`config.mk`:
```
export PLATFORM = sky130hd
export DESIGN_NAME = wildcard_glob_matcher
export DESIGN_NICKNAME = d
export VERILOG_FILES = /design/src/rtl/wgm_pkg.sv /design/src/rtl/wildcard_glob_matcher.sv
export SDC_FILE = /design/constraint.sdc
export NUM_CORES = 1
export LEC_CHECK = 0
export ABC_CLOCK_PERIOD_IN_PS = 6500
export BUFFER_PORTS_ARGS = -buffer_cell sky130_fd_sc_hd__buf_2
export CAP_MARGIN = 0
export CORE_MARGIN = 10
export CORE_UTILIZATION = 50
export CTS_BUF_LIST = sky130_fd_sc_hd__clkbuf_4 sky130_fd_sc_hd__clkbuf_8 sky130_fd_sc_hd__clkbuf_16
export DETAILED_ROUTE_END_ITERATION = 10
export PLACE_DENSITY = 0.66
export SLEW_MARGIN = 5
export SYNTH_ARGS = -nofsm -noshare
export SYNTH_HDL_FRONTEND = slang
export SYNTH_SLANG_ARGS = --single-unit
```
`constraint.sdc`:
```
create_clock -name clock -period 6.5 [get_ports clock]
set_input_delay 0.65 -clock clock [delete_from_list [all_inputs] [get_ports clock]]
set_output_delay 0.65 -clock clock [all_outputs]
set_load 0.02 [all_outputs]
```
`src/rtl/wgm_pkg.sv`:
```
package wgm_pkg;

   localparam int PATTERN_DEPTH_DEF = 64;
   localparam int SUBJECT_DEPTH_DEF = 64;

   localparam logic [1:0] OP_CLEAR    = 2'd0;
   localparam logic [1:0] OP_PATTERN  = 2'd1;
   localparam logic [1:0] OP_SUBJECT  = 2'd2;
   localparam logic [1:0] OP_EVALUATE = 2'd3;

   localparam logic [7:0] STAR_BYTE = 8'h2A;
   localparam logic [7:0] ANY_BYTE  = 8'h3F;

   typedef struct packed {
      logic [1:0] opcode;
      logic [7:0] symbol;
   } req_type;

   typedef struct packed {
      logic matched;
      logic fault;
   } rsp_type;

endpackage

```
`src/rtl/wildcard_glob_matcher.sv`:
```
// Append and clear requests: accepted while idle, no response.
// Evaluate: one matcher step per cycle through the synchronous pattern/subject
// store reads; at most (S+1)*(P+1) steps.
// Input is stalled while an evaluate runs or its response waits to be loaded.
// Synchronous active-high reset clears counts, fault flag and control; stores
// keep stale data, only entries below the counts are ever used.
module wildcard_glob_matcher #(
   parameter int PATTERN_DEPTH = wgm_pkg::PATTERN_DEPTH_DEF,
   parameter int SUBJECT_DEPTH = wgm_pkg::SUBJECT_DEPTH_DEF
) (
   input  logic             clock,
   input  logic             reset,
   input  logic             req_valid,
   output logic             req_ready,
   input  wgm_pkg::req_type req_data,
   output logic             rsp_valid,
   input  logic             rsp_ready,
   output wgm_pkg::rsp_type rsp_data
);

   localparam int PCW = $clog2(PATTERN_DEPTH + 1);
   localparam int SCW = $clog2(SUBJECT_DEPTH + 1);
   localparam int PAW = (PATTERN_DEPTH > 1) ? $clog2(PATTERN_DEPTH) : 1;
   localparam int SAW = (SUBJECT_DEPTH > 1) ? $clog2(SUBJECT_DEPTH) : 1;
   localparam logic [PCW-1:0] PAT_FULL = PCW'(PATTERN_DEPTH);
   localparam logic [SCW-1:0] SUB_FULL = SCW'(SUBJECT_DEPTH);

   localparam logic [1:0] ST_IDLE = 2'd0;
   localparam logic [1:0] ST_RUN  = 2'd1;
   localparam logic [1:0] ST_TAIL = 2'd2;
   localparam logic [1:0] ST_DONE = 2'd3;

   logic [7:0] pat_mem [PATTERN_DEPTH];
   logic [7:0] sub_mem [SUBJECT_DEPTH];
   logic [7:0] pat_rd_ff, sub_rd_ff;

   logic [1:0]     state_ff, state_in;
   logic [PCW-1:0] pat_count_ff, pat_count_in;
   logic [SCW-1:0] sub_count_ff, sub_count_in;
   logic           fault_ff, fault_in;
   logic [PCW-1:0] p_ff, p_in, bp_ff, bp_in;
   logic [SCW-1:0] s_ff, s_in, bs_ff, bs_in;
   logic           star_ff, star_in;
   wgm_pkg::rsp_type result_ff, result_in;
   logic           rsp_valid_ff, rsp_valid_in;
   wgm_pkg::rsp_type rsp_ff, rsp_in;

   logic accept, pat_we, sub_we, p_live;

   assign req_ready = (state_ff == ST_IDLE);
   assign accept    = req_valid && req_ready;
   assign rsp_valid = rsp_valid_ff;
   assign rsp_data  = rsp_ff;
   assign p_live    = (p_ff < pat_count_ff);

   assign pat_we = accept && (req_data.opcode == wgm_pkg::OP_PATTERN) &&
                   (req_data.symbol != 8'd0) && (pat_count_ff != PAT_FULL);
   assign sub_we = accept && (req_data.opcode == wgm_pkg::OP_SUBJECT) &&
                   (req_data.symbol != 8'd0) && (sub_count_ff != SUB_FULL);

   always_comb begin
      state_in     = state_ff;
      pat_count_in = pat_count_ff;
      sub_count_in = sub_count_ff;
      fault_in     = fault_ff;
      p_in         = p_ff;
      s_in         = s_ff;
      bp_in        = bp_ff;
      bs_in        = bs_ff;
      star_in      = star_ff;
      result_in    = result_ff;
      rsp_valid_in = rsp_valid_ff && !rsp_ready;
      rsp_in       = rsp_ff;
      case (state_ff)
         ST_IDLE: begin
            if (accept) begin
               case (req_data.opcode)
                  wgm_pkg::OP_CLEAR: begin
                     pat_count_in = '0;
                     sub_count_in = '0;
                     fault_in     = 1'b0;
                  end
                  wgm_pkg::OP_PATTERN: begin
                     if (pat_we) pat_count_in = pat_count_ff + PCW'(1);
                     else fault_in = 1'b1;
                  end
                  wgm_pkg::OP_SUBJECT: begin
                     if (sub_we) sub_count_in = sub_count_ff + SCW'(1);
                     else fault_in = 1'b1;
                  end
                  default: begin
                     p_in    = '0;
                     s_in    = '0;
                     bp_in   = '0;
                     bs_in   = '0;
                     star_in = 1'b0;
                     if (fault_ff) begin
                        result_in = '{matched: 1'b0, fault: 1'b1};
                        state_in  = ST_DONE;
                     end else begin
                        state_in = ST_RUN;
                     end
                  end
               endcase
            end
         end
         ST_RUN: begin
            if (s_ff >= sub_count_ff) begin
               state_in = ST_TAIL;
            end else if (p_live && pat_rd_ff == wgm_pkg::STAR_BYTE) begin
               p_in = p_ff + PCW'(1);
               if (p_in == pat_count_ff) begin
                  result_in = '{matched: 1'b1, fault: 1'b0};
                  state_in  = ST_DONE;
               end else begin
                  star_in = 1'b1;
                  bp_in   = p_in;
                  bs_in   = s_ff + SCW'(1);
               end
            end else if (p_live && (pat_rd_ff == sub_rd_ff ||
                                    pat_rd_ff == wgm_pkg::ANY_BYTE)) begin
               p_in = p_ff + PCW'(1);
               s_in = s_ff + SCW'(1);
            end else if (star_ff) begin
               p_in  = bp_ff;
               s_in  = bs_ff;
               bs_in = bs_ff + SCW'(1);
            end else begin
               result_in = '{matched: 1'b0, fault: 1'b0};
               state_in  = ST_DONE;
            end
         end
         ST_TAIL: begin
            if (p_live && pat_rd_ff == wgm_pkg::STAR_BYTE) begin
               p_in = p_ff + PCW'(1);
            end else begin
               result_in = '{matched: (p_ff == pat_count_ff), fault: 1'b0};
               state_in  = ST_DONE;
            end
         end
         ST_DONE: begin
            if (!rsp_valid_ff || rsp_ready) begin
               rsp_valid_in = 1'b1;
               rsp_in       = result_ff;
               state_in     = ST_IDLE;
            end
         end
         default: begin
            state_in = ST_IDLE;
         end
      endcase
   end

   always_ff @(posedge clock) begin
      if (pat_we) pat_mem[pat_count_ff[PAW-1:0]] <= req_data.symbol;
      pat_rd_ff <= pat_mem[p_in[PAW-1:0]];
   end

   always_ff @(posedge clock) begin
      if (sub_we) sub_mem[sub_count_ff[SAW-1:0]] <= req_data.symbol;
      sub_rd_ff <= sub_mem[s_in[SAW-1:0]];
   end

   always_ff @(posedge clock) begin
      if (reset) begin
         state_ff     <= ST_IDLE;
         pat_count_ff <= '0;
         sub_count_ff <= '0;
         fault_ff     <= 1'b0;
         rsp_valid_ff <= 1'b0;
         p_ff         <= '0;
         s_ff         <= '0;
      end else begin
         state_ff     <= state_in;
         pat_count_ff <= pat_count_in;
         sub_count_ff <= sub_count_in;
         fault_ff     <= fault_in;
         rsp_valid_ff <= rsp_valid_in;
         p_ff         <= p_in;
         s_ff         <= s_in;
      end
   end

   always_ff @(posedge clock) begin
      bp_ff     <= bp_in;
      bs_ff     <= bs_in;
      star_ff   <= star_in;
      result_ff <= result_in;
      rsp_ff    <= rsp_in;
   end

`ifndef SYNTHESIS
   a_counts_bounded: assert property (@(posedge clock) disable iff (reset)
      (pat_count_ff <= PAT_FULL) && (sub_count_ff <= SUB_FULL))
      else $error("store count beyond depth");

   a_stores_stable_in_eval: assert property (@(posedge clock) disable iff (reset)
      (state_ff == ST_RUN || state_ff == ST_TAIL) |=>
         $stable(pat_count_ff) && $stable(sub_count_ff))
      else $error("store count changed during evaluate");

   a_fault_no_match: assert property (@(posedge clock) disable iff (reset)
      rsp_valid_ff |-> !(rsp_ff.matched && rsp_ff.fault))
      else $error("response flags both match and fault");

   a_walk_in_range: assert property (@(posedge clock) disable iff (reset)
      (state_ff == ST_RUN || state_ff == ST_TAIL) |->
         (p_ff <= pat_count_ff) && (s_ff <= sub_count_ff))
      else $error("walk index past store count");
`endif

endmodule

```
Word level (Yosys, flattened, before mapping)
Memories as Yosys holds them, arrays and structs flattened. A register that Yosys moved wholly into a read port is not among the register bits.
Index checks and enable logic that the tools add are counted.
Storage, ports and cells
  register bits after elaboration: 51
  bits in writable memories: 1024
  memories: 2
  input port bits: 14
Operators by class
  equality and inequality tests: 36
  reductions and logical operators: 33
  $add $sub $neg: 5
  order comparisons: 2
  mux-type cells: 67
Memories
  pat_mem: depth 64, width 8, read ports 1, clocked after Yosys merged registers in 1, wr ports 1, line wildcard_glob_matcher.sv:33  | logic [7:0] pat_mem [PATTERN_DEPTH];
  sub_mem: depth 64, width 8, read ports 1, clocked after Yosys merged registers in 1, wr ports 1, line wildcard_glob_matcher.sv:34  | logic [7:0] sub_mem [SUBJECT_DEPTH];
Operators with widths (count)
  7-bit 2-to-1 mux: 25
  7-bit one-hot mux with 2 select lines: 5
  2-bit 2-to-1 mux: 19
  7-bit by 1-bit adder with 7-bit output (second input constant): 5
  2-bit inequality test (second input constant): 12
  7-bit one-hot mux with 3 select lines: 1
  3-bit inequality test (second input constant): 6
  6-bit AND reduction: 3
  8-bit by 6-bit equality test with 1-bit output (second input constant): 2
  4-bit inequality test (second input constant): 4
  7-bit equality test: 2
  7-bit inequality test (second input constant): 2
  7-bit AND reduction: 2
  1-bit 2-to-1 mux: 13
  1-bit logical AND: 10
  9-bit AND reduction: 1
  8-bit equality test: 1
  2-bit one-hot mux with 4 select lines: 1
  4-bit AND reduction: 2
  8-bit nonzero test: 1
  7-bit >= comparator: 1
  7-bit less-than comparator: 1
  2-bit equality test (second input constant): 3
  2-bit one-hot mux with 3 select lines: 1
  other kinds (12): 20

Longest topological paths before layout
Gate-level depths: netlist of the first run.
  depth after elaboration: 7
  mapped depth: 18

Worst setup path after synthesis of the first run
No wires, ideal clock.
  path type: reg-to-reg
  from: register sub_count_ff[5]
  to: register sub_rd_ff[2], read port of sub_mem
  setup time: 127 ps
  period minus slack after synthesis: 3799 ps
  data required time: 6373 ps
  buffers on the path: 3
  path slack: 2701 ps
  arrival: 3672 ps
  stages on the path, launching flop included: 16
  cell sequence: dfxtp_1 clkbuf_1 inv_1 ha_1 a41o_1 a211o_1 a21o_1 nor2_2 o211ai_1 nand2_1 buf_2 buf_1 mux4_2 a22oi_1 o2111ai_1 or3_1
On the way
  word-level cells in the longest chain between the ends: 3
Ends and longest elaborated chain
  start, declared: line wildcard_glob_matcher.sv:39  | logic [SCW-1:0] sub_count_ff, sub_count_in;
  start signal, assigned: line wildcard_glob_matcher.sv:176  | sub_count_ff <= sub_count_in;
  7-bit >= comparator: line wildcard_glob_matcher.sv:108  | if (s_ff >= sub_count_ff) begin
  7-bit 2-to-1 mux: line wildcard_glob_matcher.sv:108
  7-bit one-hot mux with 2 select lines: line wildcard_glob_matcher.sv:74  | case (state_ff)
  end, declared: line wildcard_glob_matcher.sv:35  | logic [7:0] pat_rd_ff, sub_rd_ff;
No other way between the ends. The select of a mux whose other input is x is not followed.
A chain may end at the register's enable or synchronous reset.

Final worst setup path of the first run
  from: register pat_count_ff[4]
  to: register sub_rd_ff[2], read port of sub_mem
On the way
  word-level cells in the longest chain between the ends: 6
  elaborated cells between the ends (all ways): 7
  those cells by class: order compare (1); mux (4); reduce/logical (2)
Ends and longest elaborated chain
  start, declared: line wildcard_glob_matcher.sv:38  | logic [PCW-1:0] pat_count_ff, pat_count_in;
  start signal, assigned: line wildcard_glob_matcher.sv:175  | pat_count_ff <= pat_count_in;
  7-bit less-than comparator *: line wildcard_glob_matcher.sv:54  | assign p_live = (p_ff < pat_count_ff);
  1-bit logical AND: line wildcard_glob_matcher.sv:120  | end else if (p_live && (pat_rd_ff == sub_rd_ff ||
  7-bit 2-to-1 mux: line wildcard_glob_matcher.sv:120
  7-bit 2-to-1 mux *: line wildcard_glob_matcher.sv:110  | end else if (p_live && pat_rd_ff == wgm_pkg::STAR_BYTE) begin
  7-bit 2-to-1 mux *: line wildcard_glob_matcher.sv:108
  7-bit one-hot mux with 2 select lines *: line wildcard_glob_matcher.sv:74
Mark *: on every way between the ends. The rest lies on a longest branch, timed or not. The select of a mux whose other input is x is not followed.

==> results by group, run 1 <==
Status
  • Status: complete, no violations

Power
  • Leakage Power: around 17 nW
  • Flop pwr share: 0.532
  • Net Sw Frac: 0.214
  • Internal power: roughly 12 mW
  • Clock power frac: 0.425
  • PD cells: around 300 nW/um2
  • Maximum VDD drop: about 0.24 mV
  • Combinational share of power: 0.043
  • P_sw: about 3.1 mW

Timing
  • Fin crit period: ~5.7 ns
  • Max-Slew Margin vs Limit: 0.168
  • Final setup margin: 0.805 ns
  • Fmax: between 0.15 and 0.2 GHz
  • Final setup vio count: 0
  • Final Hold Fails: 0
  • TNS Setup: 0 ns
  • Final max-slew violation count: 0
  • Layout Skew: between 0.02 and 0.025 ns
  • Actual slew at the worst max-slew pin: between 1 and 1.5 ns
  • Unrepaired setup endpoints after global routing: no
  • Fin crit share: 0.876

Setup path
  • CP cell instances: clkinv_1, ha_1, nand4_1, a21oi_2, nor3_2, o311ai_0, o221a_4, buf_12, mux4_2, a22oi_1, o2111ai_1, or3_1
  • Max incr delay on CP: 0.96 ns
  • Critical Path Start Type: register
  • Crit path kind: reg2reg
  • Worst Path Required: 7.05 ns
  • Critical R2R Capture: sub_rd_ff[2]
  • RR Startpoint: pat_count_ff[4]
  • CP delay by family, top: compound AO/OA/AOI/OAI gates
  • CP max-delay cell: o221a_4
  • Critical Path Stages: 12
  • Arrival time worst endpoint: 6.24 ns
  • Worst path bufs/invs: 2
  • Crit. End Element: register
  • Worst Reg-to-Reg Cells: 12
  • Worst Setup SP: pat_count_ff[4]
  • Crit path to: sub_rd_ff[2]
  • Worst R2R Setup Slack: a little over 0.8 ns
  • CP Max Fanout: 62

Placed design
  • PortBufs: 17
  • GP Congestion: between 0.9 and 1
  • Pre-CTS setup slack: slightly below 0.9 ns
  • Post-DP HPWL: about 70000 um
  • Placed cell areas: 45800 um2

Clock network
  • Clk buf depth: 3
  • CTS clk-pin slew, worst paths: 0.07 ns
  • CTS resizes: 0
  • Worst-skew pair later-pin latency: roughly 0.7 ns
  • Post-CTS Setup Inserts: 0
  • H-tree Lvls: 3
  • Clk sinks: ~1100
  • CTS tree: built
  • Cts bufs inserted: around 110
  • Root Driver: clkbuf_16
  • Hold buffer count at cts: 0

Job
  • Max_cap viols: 0

GRT
  • First-pass GRT wire length: 165000 um
  • Initial antenna violation count: 3
  • Tot GR Track Use: 0.210
  • Vias in the first global route: approximately 26000
  • Largest net degree at the start of global routing: 87
  • Remaining Overflow, GRT: 0

Synth
  • Sequential fraction of the synthesis area: 0.726
  • Xor/xnor share of the synthesized area: 0.00709
  • Main flop type after synthesis: edfxtp_1
  • Largest family of logic cells by synthesized area: simple AND/OR/NAND/NOR gates
  • Synth Area in Simple Gates: 0.0968
  • Syn Area/Cell: 14.6 um2
  • Synth Area in Adders: 0.00816
  • Netlist cell types: 81
  • Post-synth ARST share: 0
  • Mux contribution to synthesized area: 0.0702
  • Mapped Area: between 40000 and 50000 um2
  • Total of warnings raised by yosys: 0
  • Post-Synthesis Cells: around 3000
  • #FFs+latches synth: approximately 1100
  • Number of synthesized flops with an enable pin: around 1000
  • Syn nets: 3080
  • Compound-Gate Fraction of Synth Area: 0.0723

Die
  • Initial Util: 0.503
  • Ports: 18
  • Core area: ~90000 um2
  • Die height: around 320 um
  • Die width: around 320 um
  • Die Area: 101000 um2
  • Row cnt: 109

Cells and area
  • Ant diodes: 0
  • Most common cell after layout, fill and taps aside: edfxtp_1
  • Area Overhead vs Synth: 11.1%
  • Most frequent cells in the layout: edfxtp_1 (1043), nand2_1 (476), nor2_1 (208), mux2i_1 (187), nand3_1 (133)
  • Finished Cell Area: between 40000 and 50000 um2
  • Total Nets Final: 3106
  • Layout cells sized above 1: 0.112

Drt
  • Antenna Violating Nets Remaining: 0
  • Wire length per cell: 25.4 um
  • Drt via density: 6.16
  • DRC viols: 0
  • DR vias: 26613
  • Initial DRC Count: 3128
  • DR pass1 iterations: 8
  • DRT Wirelength: about 110000 um

Hold path
  • Min-Delay Path Class: in2reg
power groups by stage:
stage / logic (mW) / clock network, mW / registers [mW]
6_report: 0.625 / 6.24 / 7.82
5_1_grt: 0.673 / 6.59 / 7.82
4_1_cts: 0.617 / 6.30 / 7.81
3_5_place_dp: 0.616 / 0 / 7.96
3_3_place_gp: 0.599 / 0 / 7.96
2_1_floorplan: 0.355 / 0 / 7.94
layer usage:
layer  vias up  track usage  wire, um
met1     13388        0.279     44100
met5         -            0        22
li1      11781            -         -
met4         4       0.0718      3620
met3       217       0.0367      8600
met2      1223        0.346     53400
kinds of logic after synthesis:
group           after synthesis
fa+ha+maj                    29
compound gates              464
xor+xnor                     36
buf+inv                     185
mux                         245
simple gates                987
flops                      1091
synth_stat cells, drive strengths merged (14+ instances only):
| library cell | number | area [um2] |
|---|---|---|
| a221oi | 19 | 166 |
| a22oi | 43 | 323 |
| a311oi | 42 | 368 |
| a211oi | 30 | 230 |
| clkbuf | 53 | 199 |
| and3 | 56 | 350 |
| nand4 | 26 | 163 |
| a21boi | 19 | 143 |
| o22ai | 51 | 319 |
| buf | 103 | 558 |
| nor4 | 15 | 100 |
| nor3 | 14 | 75.1 |
| edfxtp | 1043 | 31300 |
| mux2i | 187 | 1870 |
| ha | 29 | 363 |
| inv | 26 | 97.6 |
| o21ai | 78 | 394 |
| nand3 | 133 | 666 |
| or3 | 21 | 131 |
| a31oi | 42 | 263 |
| nor2 | 214 | 818 |
| dfxtp | 48 | 961 |
| mux4 | 53 | 1190 |
| nand2 | 477 | 1790 |
| a21oi | 69 | 364 |
| xnor2 | 30 | 263 |
worst reg2reg max path, stage by stage, from the launching register on:
cell       delay (ns)
dfxtp_1          0.46
clkinv_1         0.26
ha_1             0.38
nand4_1          0.14
a21oi_2          0.29
nor3_2           0.22
o311ai_0         0.84
o221a_4          0.96
buf_12           0.40
mux4_2           0.56
a22oi_1          0.33
o2111ai_1        0.30
or3_1            0.42
per-stage QoR:
stage           util  cells  power, mW  hold slack (ns)
5_1_grt        0.559   4318       15.1            0.369
6_report       0.559   4318       14.7            0.324
4_1_cts        0.559   4318       14.7            0.295
2_1_floorplan      -   3037       8.29            0.400
3_3_place_gp   0.519   4119       8.56            0.419
3_5_place_dp   0.519   4119       8.58            0.411
area by class of cell:
cell class / instances / area [um2]
Tap cell: 1165 / 1460
Clock buffer: 130 / 2920
Clock inverter: 69 / 661
Timing Repair Buffer: 73 / 576
Sequential cell: 1091 / 32300
Multi-Input combinational cell: 1761 / 11400
Fill cell: 6839 / 39000
Inverter: 29 / 109
sequential cells by signal (all words and copies together) (netlist names), 2 cells and up:
register and flops:
pat_mem 512, sub_mem 512, pat_rd_ff 8, sub_rd_ff 8, bp_ff 7, bs_ff 7, p_ff 7, pat_count_ff 7
s_ff 7, sub_count_ff 7, result_ff 2, rsp_data 2, state_ff 2
worst min-delay path by stage:
| stage | startpoint | end | slack (ns) | cells after the start |
|---|---|---|---|---|
| after global routing | rsp_ready | rsp_valid | 0.37 | 4 |
| after global placement | result_ff[1] | rsp_data[1] | 0.42 | 0 |
| after floorplan | result_ff[0] | rsp_data[0] | 0.40 | 0 |
| final | rsp_ready | rsp_valid | 0.32 | 4 |
| after detailed placement | result_ff[1] | rsp_data[1] | 0.41 | 0 |
| after CTS | rsp_ready | rsp_valid | 0.29 | 4 |
(Power assumes the default switching activity.)
==> run 2: changes to the inputs <==
ABC_AREA = 1   (was unset)
==> run 2 against run 1 <==
Register-to-register slack better by 0.60 ns. Routed wire length grew 14%. Sequential power rose by 3.6%. Setup slack better by 0.60 ns.
==> results by group, run 2 <==
Setup path
  • Crit path kind: reg2reg (unchanged)
  • CP Max Fanout: 210 (was 62)
  • Crit. End Element: register (unchanged)
  • Critical Path Start Type: register (unchanged)
  • Worst Path Required: 7.06 ns (was 7.05 ns)
  • Arrival time worst endpoint: 5.65 ns (was 6.24 ns)

Timing
  • Final setup margin: 1.41 ns (was 0.805 ns)
  • Max-Slew Margin vs Limit: 0.130 (was 0.168)
  • Fin crit period: 5.09 ns (was 5.70 ns)
  • Actual slew at the worst max-slew pin: 1.30 ns (was 1.24 ns)
  • Final max-slew violation count: 0 (unchanged)
  • Final setup vio count: 0 (unchanged)
  • Final Hold Fails: 0 (unchanged)
  • Fmax: 0.196 GHz (was 0.176 GHz)
  • Fin crit share: 0.783 (was 0.876)
  • TNS Setup: 0 ns (unchanged)
  • Hold WS: 0.298 ns (was 0.324 ns)
  • Unrepaired setup endpoints after global routing: no (unchanged)
  • Layout Skew: 0.0186 ns (was 0.0241 ns)

Die
  • Initial Util: 0.503 (about the same)
  • Row cnt: 114 (was 109)
  • Die width: 332 um (was 318 um)
  • Core area: 96600 um2 (was 88400 um2)
  • Ports: 18 (unchanged)
  • Die height: 332 um (was 318 um)
  • Die Area: 110000 um2 (was 101000 um2)

Synth
  • Compound-Gate Fraction of Synth Area: 0.0353 (was 0.0723)
  • Netlist cell types: 45 (was 81)
  • Synth Area in Simple Gates: 0.212 (was 0.0968)
  • Largest family of logic cells by synthesized area: simple AND/OR/NAND/NOR gates (unchanged)
  • Post-synth top area cell: edfxtp_1 (unchanged)
  • Synth Area in Adders: 0.00747 (was 0.00816)
  • Count leader, synth: edfxtp_1 (unchanged)
  • Share of the synthesized area in the top cell type: 0.645 (was 0.704)
  • Post-Synthesis Cells: 4493 (was 3037)
  • Number of synthesized flops with an enable pin: 1043 (unchanged)
  • #FFs+latches synth: 1091 (unchanged)
  • Syn nets: 4536 (was 3080)
  • Post-synth ARST share: 0 (unchanged)
  • Syn Area/Cell: 10.8 um2 (was 14.6 um2)
  • Xor/xnor share of the synthesized area: 0.00397 (was 0.00709)
  • Sequential fraction of the synthesis area: 0.665 (was 0.726)
  • Mapped Area: 48600 um2 (was 44500 um2)
  • Synth top area cells: edfxtp_1 (64%), nand3_1 (8.7%), nand2_1 (7.0%) (was edfxtp_1 (70%), mux2i_1 (4.2%), nand2_1 (4.0%))
  • Post-synth top cells: edfxtp_1 (1043), nand2_1 (912), nand3_1 (846) (was edfxtp_1 (1043), nand2_1 (477), nor2_1 (208))
  • Mux contribution to synthesized area: 0 (was 0.0702)
  • Total of warnings raised by yosys: 0 (unchanged)
  • Main flop type after synthesis: edfxtp_1 (unchanged)

GRT
  • Initial antenna violation count: 3 (unchanged)
  • First-pass GRT wire length: 191000 um (was 165000 um)
  • Tot GR Track Use: 0.221 (was 0.210)
  • Largest net degree at the start of global routing: 211 (was 87)
  • Vias in the first global route: 30811 (was 25826)
  • Remaining Overflow, GRT: 0 (unchanged)

Job
  • Max_cap viols: 0 (unchanged)

Status
  • Status: complete, no violations (unchanged)

Cells and area
  • Util after Layout: 0.549 (was 0.559)
  • Total Nets Final: 4446 (was 3106)
  • Area Overhead vs Synth: 9.24% (was 11.1%)
  • Most common cell after layout, fill and taps aside: edfxtp_1 (unchanged)
  • FF+latch area: 32300 um2 (unchanged)
  • Multi-input logic area: 12700 um2 (was 11400 um2)
  • Final std cells w/o fill: 5772 (was 4318)
  • Layout cells sized above 1: 0.0601 (was 0.112)
  • Finished Cell Area: 53000 um2 (was 49400 um2)
  • FILL cells: 8080 (was 6839)
  • Most frequent cells in the layout: edfxtp_1 (1043), nand2_1 (910), nand3_1 (846), inv_1 (615), nand3b_1 (201) (was edfxtp_1 (1043), nand2_1 (476), nor2_1 (208), mux2i_1 (187), nand3_1 (133))

Drt
  • DRT Wirelength: 126000 um (was 110000 um)
  • Wire length per cell: 21.8 um (was 25.4 um)
  • DRC viols: 0 (unchanged)
  • DR pass1 iterations: 7 (was 8)
  • Antenna Violating Nets Remaining: 0 (unchanged)
  • Drt via density: 5.68 (was 6.16)
  • Initial DRC Count: 4283 (was 3128)
  • DR vias: 32798 (was 26613)

Placed design
  • Placed cell areas: 49400 um2 (was 45800 um2)
  • GP Congestion: 0.864 (was 0.908)
  • Placed Cells: 5571 (was 4119)
  • Pre-CTS setup slack: 1.61 ns (was 0.887 ns)
  • PortBufs: 17 (unchanged)
  • Post-DP HPWL: 71900 um (was 69600 um)

Clock network
  • Post-CTS Setup Inserts: 0 (unchanged)
  • Worst-skew pair later-pin latency: 0.68 ns (about the same)
  • CTS clk-pin slew, worst paths: 0.06 ns (was 0.07 ns)
  • Clk sinks: 1091 (unchanged)
  • CTS resizes: 0 (unchanged)
  • CTS tree: built (unchanged)
  • H-tree Lvls: 3 (unchanged)
  • Root Driver: clkbuf_16 (unchanged)
  • Clk buf depth: 3 (unchanged)
  • Cts bufs inserted: 106 (was 107)
  • Hold buffer count at cts: 0 (unchanged)

Power
  • Maximum VDD drop: 0.574 mV (was 0.238 mV)
  • Leakage Power: 19.8 nW (was 17.0 nW)
  • Total power: 23.5 mW (was 14.7 mW)
  • PD cells: 442 nW/um2 (was 297 nW/um2)

Hold path
  • Min-Delay Path Class: in2reg (unchanged)
[run 2: changes by cell type in the layout (fill, tap and decap cells not counted), sizes merged, moves of 42 or more]
| cell | change |
|---|---|
| a311oi | -42 |
| a31oi | -42 |
| and3 | -56 |
| inv | +594 |
| mux2i | -187 |
| mux4 | -53 |
| nand2 | +444 |
| nand3 | +714 |
| nand3b | +200 |
| o211ai | +128 |
| o22ai | -46 |
[run 2: area by class of cell]
class                   count  share of cell area
well taps                1276              0.0301
flip-flops and latches   1091               0.609
clock buffers             125              0.0533
repair buffers             53             0.00906
clock inverters            75              0.0158
inverters                 631              0.0447
diodes                      1           0.0000472
multi-input cells        2520               0.239
[run 2: worst paths after layout]
| path | start | to | slack, ns | depth (start not counted) |
|---|---|---|---|---|
| worst max register to register | pat_count_ff[2] | sub_rd_ff[2] | 1.41 | 20 |
| worst min register to register | result_ff[0] | rsp_data[0] | 0.43 | 0 |
| worst min-delay path | req_data[4] | sub_mem[45][4] | 0.30 | 1 |
| worst max-delay path | pat_count_ff[2] | sub_rd_ff[2] | 1.41 | 20 |
[run 2: cell families after synthesis]
group           after synthesis
simple gates               2212
flops                      1091
buf+inv                     882
compound gates              257
fa+ha+maj                    29
xor+xnor                     22
[run 2: per-layer routing]
metal	GRT usage	wire length, um
met1	0.318	54200
met2	0.342	57900
met3	0.0369	10500
met4	0.0627	3000
met5	0	26
[run 2: worst max-delay path: stages (launching register included)]
cell,delay (ns)
dfxtp_1,0.48
inv_1,0.15
ha_1,0.33
a21oi_1,0.14
o21ai_1,0.10
a21oi_2,0.33
nand2_4,0.20
clkinv_2,0.12
nor2_4,0.05
o211ai_1,0.12
nand2_2,0.14
nand2_8,0.09
buf_12,0.56
buf_4,0.95
nand2_1,0.11
o211ai_1,0.14
nand3_1,0.13
nand3_1,0.15
nand3_1,0.19
nand3_1,0.15
nand2_1,0.07
[run 2: power by group]
| part | switching [mW] | internal (mW) |
|---|---|---|
| registers | 0.207 | 7.89 |
| clock network | 2.66 | 3.79 |
| logic | 6.50 | 2.43 |
